==> src/rtl/core/tcpr_pkg.sv <==
package tcpr_pkg;

   // Field and state widths.
   localparam int CUR_W      = 24;
   localparam int GAIN_W     = 24;
   localparam int REF_W      = 12;
   localparam int ERR_W      = 25;
   localparam int CSR_IDX_W  = 3;
   localparam int CSR_DATA_W = 24;

   // Full-precision step width: gain times error difference, plus the integral product.
   localparam int STEP_W = 51;

   // Register reset values that do not depend on the fraction width.
   localparam logic [GAIN_W-1:0] INT_GAIN_RESET  = GAIN_W'(66);
   localparam logic [REF_W-1:0]  START_REF_RESET = REF_W'(1000);

   // Register indexes of the configuration port.
   typedef enum logic [CSR_IDX_W-1:0] {
      REG_TARGET_CURRENT   = 3'd0,
      REG_PROP_GAIN        = 3'd1,
      REG_INT_GAIN         = 3'd2,
      REG_START_REFERENCE  = 3'd3,
      REG_CONTINUOUS_MODE  = 3'd4,
      REG_ALGORITHM_SELECT = 3'd5
   } csr_index_type;

   // Settings seen by the datapath.
   typedef struct packed {
      logic [CUR_W-1:0]  target_current;
      logic [GAIN_W-1:0] prop_gain;
      logic [GAIN_W-1:0] int_gain;
      logic              continuous_mode;
      logic              algorithm_select;
   } cfg_type;

   // Reload request raised by a write of the start reference.
   typedef struct packed {
      logic             load;
      logic [REF_W-1:0] value;
   } ref_load_type;

endpackage

==> src/rtl/core/tcpr_csr.sv <==
module tcpr_csr
   import tcpr_pkg::*;
#(
   parameter int FRAC_BITS = 16
) (
   input  logic                  clock,
   input  logic                  reset,
   input  logic                  csr_wr_en,
   input  logic [CSR_IDX_W-1:0]  csr_index,
   input  logic [CSR_DATA_W-1:0] csr_wdata,
   output cfg_type               cfg,
   output ref_load_type          ref_load
);

   // The proportional gain resets to 4.0 in the configured fixed-point format.
   localparam logic [GAIN_W-1:0] PROP_GAIN_RESET = GAIN_W'(64'd4 << FRAC_BITS);

   cfg_type cfg_ff;
   cfg_type cfg_in;
   logic [REF_W-1:0] start_ref_ff;
   logic [REF_W-1:0] start_ref_in;
   logic             load_in;

   // Register write decode.
   always_comb begin
      cfg_in       = cfg_ff;
      start_ref_in = start_ref_ff;
      load_in      = 1'b0;
      if (csr_wr_en) begin
         unique case (csr_index_type'(csr_index))
            REG_TARGET_CURRENT:   cfg_in.target_current = csr_wdata[CUR_W-1:0];
            REG_PROP_GAIN:        cfg_in.prop_gain = csr_wdata[GAIN_W-1:0];
            REG_INT_GAIN:         cfg_in.int_gain = csr_wdata[GAIN_W-1:0];
            REG_START_REFERENCE: begin
               start_ref_in = csr_wdata[REF_W-1:0];
               load_in      = 1'b1;
            end
            REG_CONTINUOUS_MODE:  cfg_in.continuous_mode = csr_wdata[0];
            REG_ALGORITHM_SELECT: cfg_in.algorithm_select = csr_wdata[0];
            default: begin
               cfg_in = cfg_ff;
            end
         endcase
      end
   end

   always_ff @(posedge clock) begin
      if (reset) begin
         cfg_ff.target_current   <= '0;
         cfg_ff.prop_gain        <= PROP_GAIN_RESET;
         cfg_ff.int_gain         <= INT_GAIN_RESET;
         cfg_ff.continuous_mode  <= 1'b0;
         cfg_ff.algorithm_select <= 1'b1;
         start_ref_ff            <= START_REF_RESET;
      end else begin
         cfg_ff       <= cfg_in;
         start_ref_ff <= start_ref_in;
      end
   end

   // The reload strobe is taken by the state registers in the same cycle as the write.
   assign cfg            = cfg_ff;
   assign ref_load.load  = load_in;
   assign ref_load.value = start_ref_in;

endmodule

==> src/rtl/core/tcpr_datapath.sv <==
module tcpr_datapath
   import tcpr_pkg::*;
#(
   parameter int FRAC_BITS = 16,
   parameter int REF_LOW   = 1000,
   parameter int REF_HIGH  = 2450
) (
   input  cfg_type                  cfg,
   input  logic [CUR_W-1:0]         measured_current,
   input  logic                     limit_enable,
   input  logic [REF_W-1:0]         reference_value,
   input  logic signed [ERR_W-1:0]  previous_error,
   output logic [REF_W-1:0]         next_reference,
   output logic signed [ERR_W-1:0]  error_value
);

   // One and one half in the step format, which has twice the fraction bits.
   localparam logic signed [STEP_W-1:0] ONE      = STEP_W'(64'd1 << (2 * FRAC_BITS));
   localparam logic signed [STEP_W-1:0] HALF     = ONE >>> 1;
   localparam logic signed [STEP_W-1:0] NEG_ONE  = -ONE;
   localparam logic signed [STEP_W-1:0] NEG_HALF = -HALF;
   // |e| < 0.1 and |e| < 0.05 as exact compares against rounded-up bounds.
   localparam logic [ERR_W-1:0] DEADBAND =
      ERR_W'(((64'd1 << FRAC_BITS) + 64'd9) / 64'd10);
   localparam logic [ERR_W-1:0] NUDGE_BAND =
      ERR_W'(((64'd5 << FRAC_BITS) + 64'd99) / 64'd100);
   localparam logic signed [STEP_W-1:0] HIGH_W = STEP_W'(REF_HIGH);

   logic signed [ERR_W:0]      err_diff;
   logic signed [ERR_W:0]      prop_operand;
   logic signed [GAIN_W:0]     kp_s;
   logic signed [GAIN_W:0]     ki_s;
   logic signed [STEP_W-1:0]   prop_term;
   logic signed [STEP_W-1:0]   int_term;
   logic signed [STEP_W-1:0]   out_value;
   logic signed [STEP_W-1:0]   step;
   logic signed [STEP_W-1:0]   ref_sum;
   logic [ERR_W-1:0]           abs_err;
   logic [REF_W-1:0]           ref_clamped;

   // Error and its magnitude.
   assign error_value = $signed({1'b0, cfg.target_current}) - $signed({1'b0, measured_current});
   assign abs_err     = error_value[ERR_W-1] ? ERR_W'(-error_value) : ERR_W'(error_value);

   // Gain products; the integral term only exists in the incremental algorithm.
   assign err_diff     = {error_value[ERR_W-1], error_value} -
                         {previous_error[ERR_W-1], previous_error};
   assign prop_operand = cfg.algorithm_select ? err_diff
                                              : {error_value[ERR_W-1], error_value};
   assign kp_s         = $signed({1'b0, cfg.prop_gain});
   assign ki_s         = $signed({1'b0, cfg.int_gain});
   assign prop_term    = STEP_W'(kp_s * prop_operand);
   assign int_term     = cfg.algorithm_select ? STEP_W'(ki_s * error_value) : '0;
   assign out_value    = prop_term + int_term;

   // Step limit, then the algorithm-specific overrides.
   always_comb begin
      step = out_value;
      if (limit_enable && cfg.continuous_mode) begin
         if (step > ONE) begin
            step = ONE;
         end
         if (step < NEG_ONE) begin
            step = NEG_ONE;
         end
      end
      if (!cfg.algorithm_select) begin
         if (out_value > HALF && out_value < ONE) begin
            step = ONE;
         end
         if (out_value < NEG_HALF && out_value > NEG_ONE) begin
            step = NEG_ONE;
         end
      end else if (abs_err < DEADBAND) begin
         step = '0;
      end
   end

   // The reference is a whole number, so truncating the sum is the reference plus the
   // floor of the step; a negative sum gives a negative result here as well.
   assign ref_sum = $signed({{(STEP_W - REF_W){1'b0}}, reference_value}) +
                    (step >>> (2 * FRAC_BITS));

   always_comb begin
      ref_clamped = REF_W'(ref_sum);
      if (ref_sum < 0) begin
         ref_clamped = '0;
      end
      if (ref_sum > HIGH_W) begin
         ref_clamped = REF_W'(REF_HIGH);
      end
      // The lower bound is applied last, to the value already held at the upper bound.
      if (ref_clamped < REF_W'(REF_LOW)) begin
         ref_clamped = REF_W'(REF_LOW);
      end
      // The proportional algorithm nudges up near the target; 12-bit wrap is intended.
      next_reference = ref_clamped;
      if (!cfg.algorithm_select && abs_err < NUDGE_BAND) begin
         next_reference = ref_clamped + REF_W'(1);
      end
   end

endmodule

==> src/rtl/core/tube_current_pi_regulator.sv <==
// Channel   Direction  Transaction                          Fields (lowest bit up)
// req_*     in         one measured current sample          tdata: measured_current[23:0]
//                                                           tuser: limit_enable
// rsp_*     out        one updated drive reference          tdata: drive_reference[11:0]
// csr_*     in         one register write, no wait          index 0..5, data up to 24 bits
//
// Each sample passes through an input register, then the regulator update into the result
// register. One sample is accepted every cycle while the result side is not stalled; the
// loop through the reference and error registers closes within the update cycle.
// Reset is synchronous and active high and restores the control, state and configuration registers to their defaults.
// A stalled result holds the input register, and the input side stalls only when both
// registers are full.
module tube_current_pi_regulator
   import tcpr_pkg::*;
#(
   parameter int FRAC_BITS = 16,
   parameter int REF_LOW   = 1000,
   parameter int REF_HIGH  = 2450
) (
   input  logic                  clock,
   input  logic                  reset,
   // Input samples.
   input  logic                  req_tvalid,
   output logic                  req_tready,
   input  logic [23:0]           req_tdata,   // measured_current[23:0]
   input  logic                  req_tuser,   // limit_enable
   // Drive reference results.
   output logic                  rsp_tvalid,
   input  logic                  rsp_tready,
   output logic [15:0]           rsp_tdata,   // drive_reference[11:0], zero fill
   // Register writes.
   input  logic                  csr_wr_en,
   input  logic [CSR_IDX_W-1:0]  csr_index,
   input  logic [CSR_DATA_W-1:0] csr_wdata
);

   cfg_type      cfg;
   ref_load_type ref_load;

   logic                    in_valid_ff;
   logic [CUR_W-1:0]        in_meas_ff;
   logic                    in_limit_ff;
   logic                    out_valid_ff;
   logic [REF_W-1:0]        out_ref_ff;
   logic [REF_W-1:0]        ref_ff;
   logic [REF_W-1:0]        ref_in;
   logic signed [ERR_W-1:0] prev_err_ff;
   logic signed [ERR_W-1:0] prev_err_in;
   logic [REF_W-1:0]        next_reference;
   logic signed [ERR_W-1:0] error_value;
   logic                    out_free;
   logic                    advance;

   tcpr_csr #(
      .FRAC_BITS(FRAC_BITS)
   ) u_csr (
      .clock     (clock),
      .reset     (reset),
      .csr_wr_en (csr_wr_en),
      .csr_index (csr_index),
      .csr_wdata (csr_wdata),
      .cfg       (cfg),
      .ref_load  (ref_load)
   );

   tcpr_datapath #(
      .FRAC_BITS(FRAC_BITS),
      .REF_LOW  (REF_LOW),
      .REF_HIGH (REF_HIGH)
   ) u_datapath (
      .cfg              (cfg),
      .measured_current (in_meas_ff),
      .limit_enable     (in_limit_ff),
      .reference_value  (ref_ff),
      .previous_error   (prev_err_ff),
      .next_reference   (next_reference),
      .error_value      (error_value)
   );

   // Pipeline flow control.
   assign out_free   = !out_valid_ff || rsp_tready;
   assign advance    = in_valid_ff && out_free;
   assign req_tready = !in_valid_ff || out_free;

   // Regulator state: a start reference write reloads it, an update moves it on.
   always_comb begin
      ref_in      = ref_ff;
      prev_err_in = prev_err_ff;
      if (ref_load.load) begin
         ref_in      = ref_load.value;
         prev_err_in = '0;
      end else if (advance) begin
         ref_in = next_reference;
         if (cfg.algorithm_select) begin
            prev_err_in = error_value;
         end
      end
   end

   // Control and state registers.
   always_ff @(posedge clock) begin
      if (reset) begin
         in_valid_ff  <= 1'b0;
         out_valid_ff <= 1'b0;
         ref_ff       <= START_REF_RESET;
         prev_err_ff  <= '0;
      end else begin
         if (req_tready) begin
            in_valid_ff <= req_tvalid;
         end
         if (out_free) begin
            out_valid_ff <= in_valid_ff;
         end
         ref_ff      <= ref_in;
         prev_err_ff <= prev_err_in;
      end
   end

   // Payload registers.
   always_ff @(posedge clock) begin
      if (req_tready && req_tvalid) begin
         in_meas_ff  <= req_tdata[CUR_W-1:0];
         in_limit_ff <= req_tuser;
      end
      if (advance) begin
         out_ref_ff <= next_reference;
      end
   end

   assign rsp_tvalid = out_valid_ff;
   assign rsp_tdata  = {{(16 - REF_W){1'b0}}, out_ref_ff};

`ifndef SYNTHESIS
   // An update always leaves a result waiting in the output register.
   a_advance_gives_result: assert property (@(posedge clock) disable iff (reset)
      advance |=> rsp_tvalid)
      else $error("update did not produce a result");

   // The result shown equals the reference state it was written with.
   a_result_matches_state: assert property (@(posedge clock) disable iff (reset)
      advance && !ref_load.load |=> out_ref_ff == ref_ff)
      else $error("result and reference state differ");

   // A start reference write loads the reference and clears the error history.
   a_load_restarts: assert property (@(posedge clock) disable iff (reset)
      ref_load.load |=> ref_ff == $past(ref_load.value) && prev_err_ff == '0)
      else $error("start reference reload failed");

   // The proportional algorithm never touches the error history.
   a_prop_keeps_history: assert property (@(posedge clock) disable iff (reset)
      advance && !cfg.algorithm_select && !ref_load.load |=> $stable(prev_err_ff))
      else $error("error history changed under the proportional algorithm");
`endif

endmodule

==> config.mk <==
export PLATFORM = sky130hd
export DESIGN_NAME = tube_current_pi_regulator
export DESIGN_NICKNAME = d
export VERILOG_FILES = /design/src/rtl/core/tcpr_pkg.sv /design/src/rtl/core/tcpr_csr.sv /design/src/rtl/core/tcpr_datapath.sv /design/src/rtl/core/tube_current_pi_regulator.sv
export SDC_FILE = /design/constraint.sdc
export NUM_CORES = 2
export LEC_CHECK = 0
export ABC_AREA = 1
export BUFFER_PORTS_ARGS = -buffer_cell sky130_fd_sc_hd__buf_2
export CORE_ASPECT_RATIO = 0.75
export CORE_MARGIN = 4
export CORE_UTILIZATION = 43
export CTS_CLUSTER_SIZE = 28
export DETAILED_ROUTE_END_ITERATION = 6
export HOLD_SLACK_MARGIN = 0.1
export PLACE_DENSITY = 0.6
export SLEW_MARGIN = 20
export SYNTH_ARGS = -nofsm -noshare
export SYNTH_HDL_FRONTEND = slang
export SYNTH_SLANG_ARGS = --single-unit
==> constraint.sdc <==
create_clock -name clock -period 34.4 [get_ports clock]
set_input_delay 1.72 -clock clock [delete_from_list [all_inputs] [get_ports clock]]
set_output_delay 1.72 -clock clock [all_outputs]
set_load 0.01 [all_outputs]
# Word-level counts from Yosys, hierarchy flattened
# Index checks and enable logic that the tools add are counted.
# op_classes
n_mux	21
n_eq_ne	5
multipliers	2
n_addsub	6
n_reduce_logical	20
magnitude_cmp	11
# ops
operator	count
$mux W51	9
$gt A51 B33 Y1 const B	2
$mux W12	8
$add A51 B51 Y51	1
$gt A51 B13 Y1 const B	1
$gt A51 B34 Y1 const B	1
$lt A51 B1 Y1 const B	1
$lt A51 B32 Y1 const B	1
$lt A51 B33 Y1 const B	1
$lt A51 B34 Y1 const B	1
$mul A25 B26 Y51	1
$mul A25 B25 Y50	1
$mux W26	1
$sub A25 B25 Y26	1
$lt A25 B12 Y1 const B	1
$lt A25 B13 Y1 const B	1
$mux W25	1
$neg A25 Y25	1
$sub A24 B24 Y25	1
$add A13 B19 Y20	1
$add A12 B1 Y12 const B	1
$lt A12 B10 Y1 const B	1
$reduce_and A2 Y1	6
$eq A3 B2 Y1 const B	2
9 further kinds	19
# totals
out_inout_bits	18
elab_cells	78
regBits	162
in_bits	57

# Depth between registers and ports, before layout
# depth
ltp_word	24
depth_mapped	115
depth_no_buf	112

# Hierarchy
# From an unflattened synthesis, not the netlist that was laid out.
# hier_totals
cells_unflattened	7513
area_unflattened_um2	57259.9
# modules_own_cells
mod	instances	seq_area_each_um2	area_per_inst_um2	cells_each
tcpr_datapath	1	0.0	50777.4	6674
tcpr_csr	1	1721.7	3570.9	519
tube_current_pi_regulator	1	1891.8	2911.5	320

# Least setup slack after synthesis
# OpenSTA, ideal clock, no wires.
# synth_path
path_kind	flip-flop to flip-flop
start	reg u_csr.cfg_ff (netlist bit u_csr.cfg[50])
end	reg out_ref_ff[8], data pin
period_less_slack_ps	17112
path_slack_ps	17288
arrival_ps	16857
required_time_ps	34145
setup_time_ps	255
n_path_buf	2
path_stages_with_launch	106
path_cell_list	dfxtp_1 > inv_1 > ha_1 > inv_1 > fa_1 > nand3_1 > nand3_2 > nand2_1 > nand2_1 > nand2_1 > nand2_2 > clkinv_1 > clkbuf_1 > nand2_1 > fa_1 > inv_1 > fa_1 > inv_1 > [70 not listed] > a21oi_1 > nand3_1 > nor2_4 > nand3_2 > nand2_2 > nand3_1 > nand2_2 > nand2_4 > buf_6 > nand2_1 > inv_1 > ha_1 > inv_1 > nor2_1 > nand4_2 > nor2_2 > nand4_1 > and2_1
# synth_via
elab_chain_cells	22
word_cells_on_any_way	37
classes_between	add/sub: 6; mul: 2; order compare: 11; mux: 15; reduce/logical: 3
# synth_rtl
item	line_no	source
start, declared	tcpr_csr.sv:18	cfg_type cfg_ff;
start signal, assigned	tcpr_csr.sv:56	cfg_ff <= cfg_in;
$sub A24 B24 Y25 *	tcpr_datapath.sv:42	assign error_value = $signed({1'b0, cfg.target_current}) - $signed({1'b0, measured_current});
named net error_value[6]	tube_current_pi_regulator.sv:50	logic signed [ERR_W-1:0] error_value;
$sub A25 B25 Y26	tcpr_datapath.sv:46	assign err_diff = {error_value[ERR_W-1], error_value} -
$mux W26	tcpr_datapath.sv:48	assign prop_operand = cfg.algorithm_select ? err_diff
$mul A25 B26 Y51	tcpr_datapath.sv:52	assign prop_term = STEP_W'(kp_s * prop_operand);
$add A51 B51 Y51	tcpr_datapath.sv:54	assign out_value = prop_term + int_term;
$gt A51 B34 Y1	tcpr_datapath.sv:60	if (step > ONE) begin
$mux W51	tcpr_datapath.sv:60	
[8 not listed]	--	
$lt A51 B1 Y1	tcpr_datapath.sv:86	if (ref_sum < 0) begin
$mux W12	tcpr_datapath.sv:86	
$mux W12	tcpr_datapath.sv:89	if (ref_sum > HIGH_W) begin
$lt A12 B10 Y1	tcpr_datapath.sv:93	if (ref_clamped < REF_W'(REF_LOW)) begin
$mux W12	tcpr_datapath.sv:93	
$add A12 B1 Y12	tcpr_datapath.sv:99	next_reference = ref_clamped + REF_W'(1);
$mux W12 *	tcpr_datapath.sv:98	if (!cfg.algorithm_select && abs_err < NUDGE_BAND) begin
named net next_reference[8]	tube_current_pi_regulator.sv:49	logic [REF_W-1:0] next_reference;
end signal, assigned	tube_current_pi_regulator.sv:126	out_ref_ff <= next_reference;
end, declared	tube_current_pi_regulator.sv:44	logic [REF_W-1:0] out_ref_ff;
# Mark *: on every way through the listed nets, which the timed path passes. The rest lies on a longest branch. The select of a mux whose other input is x is not followed.
# A chain may end at the register's enable or synchronous reset.

# Worst setup path after layout
# layout_path
start	reg u_csr.cfg_ff (netlist bit u_csr.cfg[50])
end	reg out_ref_ff[8], data pin
# layout_via
elab_chain_cells	22
word_cells_on_any_way	37
classes_between	add/sub: 6; mul: 2; order compare: 11; mux: 15; reduce/logical: 3
# layout_rtl
item	line_no	source
$sub A24 B24 Y25 *	tcpr_datapath.sv:42	
$sub A25 B25 Y26	tcpr_datapath.sv:46	
$mux W26	tcpr_datapath.sv:48	
$mul A25 B26 Y51	tcpr_datapath.sv:52	
$add A51 B51 Y51	tcpr_datapath.sv:54	
$gt A51 B34 Y1	tcpr_datapath.sv:60	
$mux W51	tcpr_datapath.sv:60	
$mux W51	tcpr_datapath.sv:59	if (limit_enable && cfg.continuous_mode) begin
[7 not listed]	--	
$lt A51 B1 Y1	tcpr_datapath.sv:86	
$mux W12	tcpr_datapath.sv:86	
$mux W12	tcpr_datapath.sv:89	
$lt A12 B10 Y1	tcpr_datapath.sv:93	
$mux W12	tcpr_datapath.sv:93	
$add A12 B1 Y12	tcpr_datapath.sv:99	
$mux W12 *	tcpr_datapath.sv:98	
named net next_reference[8]	tube_current_pi_regulator.sv:49	
# Marks and branches as above.

==> reports/results.ini <==
[timing]
max_clock_freq_ghz=0.04730
total_count_of_max_transition_violations_in_the_final_report=0
timing.final.crit_period_ns=21.14
timing.final.crit_share_pct=61.45
timing.final.setup_violations=0
worst_clock_skew_ns=0.02441
rsz0062_at_grt=false
worst_slew_margin_rel_pct=17.56
timing.setup.tns_ns=0
final_hold_violations=0
max_slew.worst_pin.slew_ns=1.235

[die]
boundaryPins=75
start_util_pct=43.36
floorplan.die_area_um2=136100
chipWidth_um=424.6
placeableCoreArea_um2=129100
die-height_um=320.4
fp-row-count=114

[final_layout]
n_fill_cell=13098
multi_input_area_um2=44680
area_growth_syn_to_layout_pct=5.294
finish.net_count=8915
final_layout_size_suffix_gt1_share_pct=4.792
final-seq-area_um2=3374

[global_routing]
overall_routing_resource_usage_pct=28.94
grt_antenna_before_repair=4
grt_pass1_vias=47642
fraction_of_met2_tracks_used_by_global_routing_pct=40.72
grt.met3_usage_pct=8.420
gr-usage-met1_pct=43.41
grt_max_degree=80
grt-ovfl-total=0
globalRoute.busiestLayer=met1
first_pass_grt_wire_length_um=296700

[worst_setup_path]
critical_path_required_ns=34.62
worst-setup-path-type=flop to flop
worst-path-max-fanout=21
critical_path.reg2reg.endpoint=out_ref_ff[8]$_DFFE_PP_
slowest_stage=inv_1
cp-start-kind=flop
setup.reg_to_reg.worst_slack_ns=13.26
end_kind=flop
path_buf_inv=18
worst_r2r_startpoint=u_csr.cfg[50]$_SDFFE_PP0P_
rr_worst_depth=96
cpPeakStageDelay_ns=0.71
cp.arrival_ns=21.36
cpLargestDelayFamily=adder cells
crit_path_frequent_cell=inv_1

[drt]
drt-vias-per-instance=5.221
detail-route-antenna-nets=0
post_drt_wl_per_cell_um=21.48
drt_iter0_markers=4931
drc=0
wirelength_um=192600
routed-via-count=46808
first_pass_iters=7

[clock_tree]
cts_made_buffers=17
tritoncts_num_sinks=150
cts_tree=built
cts_max_path_buffers=2
post-cts-setup-buffer-count=0
cts_root_buffer=clkbuf_16
postCtsHoldBufs=0
insertion_delay_ns=0.47
clk_pin_slew_ns=0.08
cts.htree.levels=4
cts_repair_resize_count=0

[flow_run]
maxCapViolCount=0

[synth]
synth_most_common_cell=inv_1
synthDominantCellAreaShare_pct=43.85
post_synth_most_frequent_cells=1802 x inv_1, 1649 x nand2_1, 1226 x fa_1, 733 x nor2_1, 425 x ha_1
postSynth.topFlopCell=dfxtp_1
synth_edf_count=37
synth_cells=7273
netlist_area_um2=55970
synth-seq-cells=150
synth_largest_area_cell=fa_1
yosysUniqueCellTypes=59
post_synth_main_area_contributors=fa_1 44%, inv_1 12%, nand2_1 11%, ha_1 9.5%, nor2_1 4.9%
avgSynthCellArea_um2=7.696
ys_seq_area_share_pct=6.027
ys_async_sr_fraction_pct=0
yosys_warnings=0

[hold_path]
worst_hold_launch=u_csr.cfg[49]$_SDFFE_PP0P_
holdCritPathClass=flop to flop
timing.hold.worst_endpoint=u_csr.cfg[49]$_SDFFE_PP0P_
hold_depth=2

[place]
portBuffers=70
dp_hpwl_um=160400
place.gp.congestion=0.9855

[status]
outcome=completed

## metrics by stage
step	instances	utilization (%)	area [um2]	hold slack [ns]	setup WS, ns
floorplan	7276	-	55980	0.4239	17.29
global placement	8928	45.15	58280	0.4307	13.67
detailed placement	8928	45.16	58290	0.4385	13.52
CTS	8960	45.64	58910	0.4501	13.46
global route	8960	45.64	58920	0.4638	11.45
finish	8966	45.65	58930	0.4450	13.26
## flip-flops by register name, indices dropped and copies added (netlist names)
name	count
in_meas_ff	24
u_csr.cfg	74
prev_err_ff	25
in_valid_ff	1
rsp_tvalid	1
out_ref_ff	12
in_limit_ff	1
ref_ff	12
## placed cells by master (no fill, tap or decap), types with 6 or more instances in the layout
cell	instances
inv_1	1800
nand2_1	1648
fa_1	1226
nor2_1	732
ha_1	425
a21oi_1	243
o21ai_0	188
nand3_1	138
dfxtp_1	112
buf_4	99
buf_2	70
nand4_1	61
xor2_1	60
edfxtp_1	37
nand2_2	33
inv_2	31
nor3_1	31
clkinv_1	26
nor2_2	24
xnor2_1	19
clkbuf_16	17
nand3b_1	16
nand3_2	13
o21ai_1	13
a31oi_1	13
and2_1	11
nor4_1	9
o21bai_1	8
or2_1	8
or2_2	8
o21a_1	8
o211ai_1	8
a21o_1	7
clkinv_8	7
diode_2	6
a21boi_0	6
nor2_4	6
nor3_2	6
## worst max path at each step
stage | start | end | slack (ns) | depth (start not counted)
6_report | u_csr.cfg[50]$_SDFFE_PP0P_ | out_ref_ff[8]$_DFFE_PP_ | 13.26 | 96
3_5_place_dp | u_csr.cfg[50]$_SDFFE_PP0P_ | out_ref_ff[8]$_DFFE_PP_ | 13.52 | 96
5_1_grt | u_csr.cfg[50]$_SDFFE_PP0P_ | out_ref_ff[8]$_DFFE_PP_ | 11.45 | 95
4_1_cts | u_csr.cfg[50]$_SDFFE_PP0P_ | out_ref_ff[8]$_DFFE_PP_ | 13.46 | 96
2_1_floorplan | u_csr.cfg[50]$_SDFFE_PP0P_ | out_ref_ff[8]$_DFFE_PP_ | 17.29 | 105
3_3_place_gp | u_csr.cfg[50]$_SDFFE_PP0P_ | out_ref_ff[8]$_DFFE_PP_ | 13.67 | 96
## worst min-delay path: cells and delay by family, from the launching register on
family,cells,cell delay (ns)
compound gates,1,0.05
buf+inv,1,0.05
flops,1,0.31
## final cells by class
type                            instances  area share, %
Antenna cell                            6        0.02548
Clock buffer                           17         0.7219
Clock inverter                         15         0.3333
Inverter                             1857          11.83
Multi-Input combinational cell       5012          75.82
Sequential cell                       150          5.726
Tap cell                             1740          3.694
Timing Repair Buffer                  169          1.856
## routing by layer
layer | up-vias | routed length (um)
li1 | 21066 | -
met5 | - | 0
met2 | 2282 | 76020
met1 | 23194 | 86650
met3 | 266 | 23850
met4 | 0 | 6028
## logic make-up after synthesis
kind of cell / synth area share (%)
other: 0.006700
xor gates and xnor gates: 1.236
buffers and inverters: 14.24
and+or+nand+nor: 20.11
adders and majority gates: 53.35
AOI/OAI and AO/OA: 5.028
DFF: 6.027
Power is not shown: default switching activity piles up to over one toggle a cycle in this logic, so the estimate is an artifact.
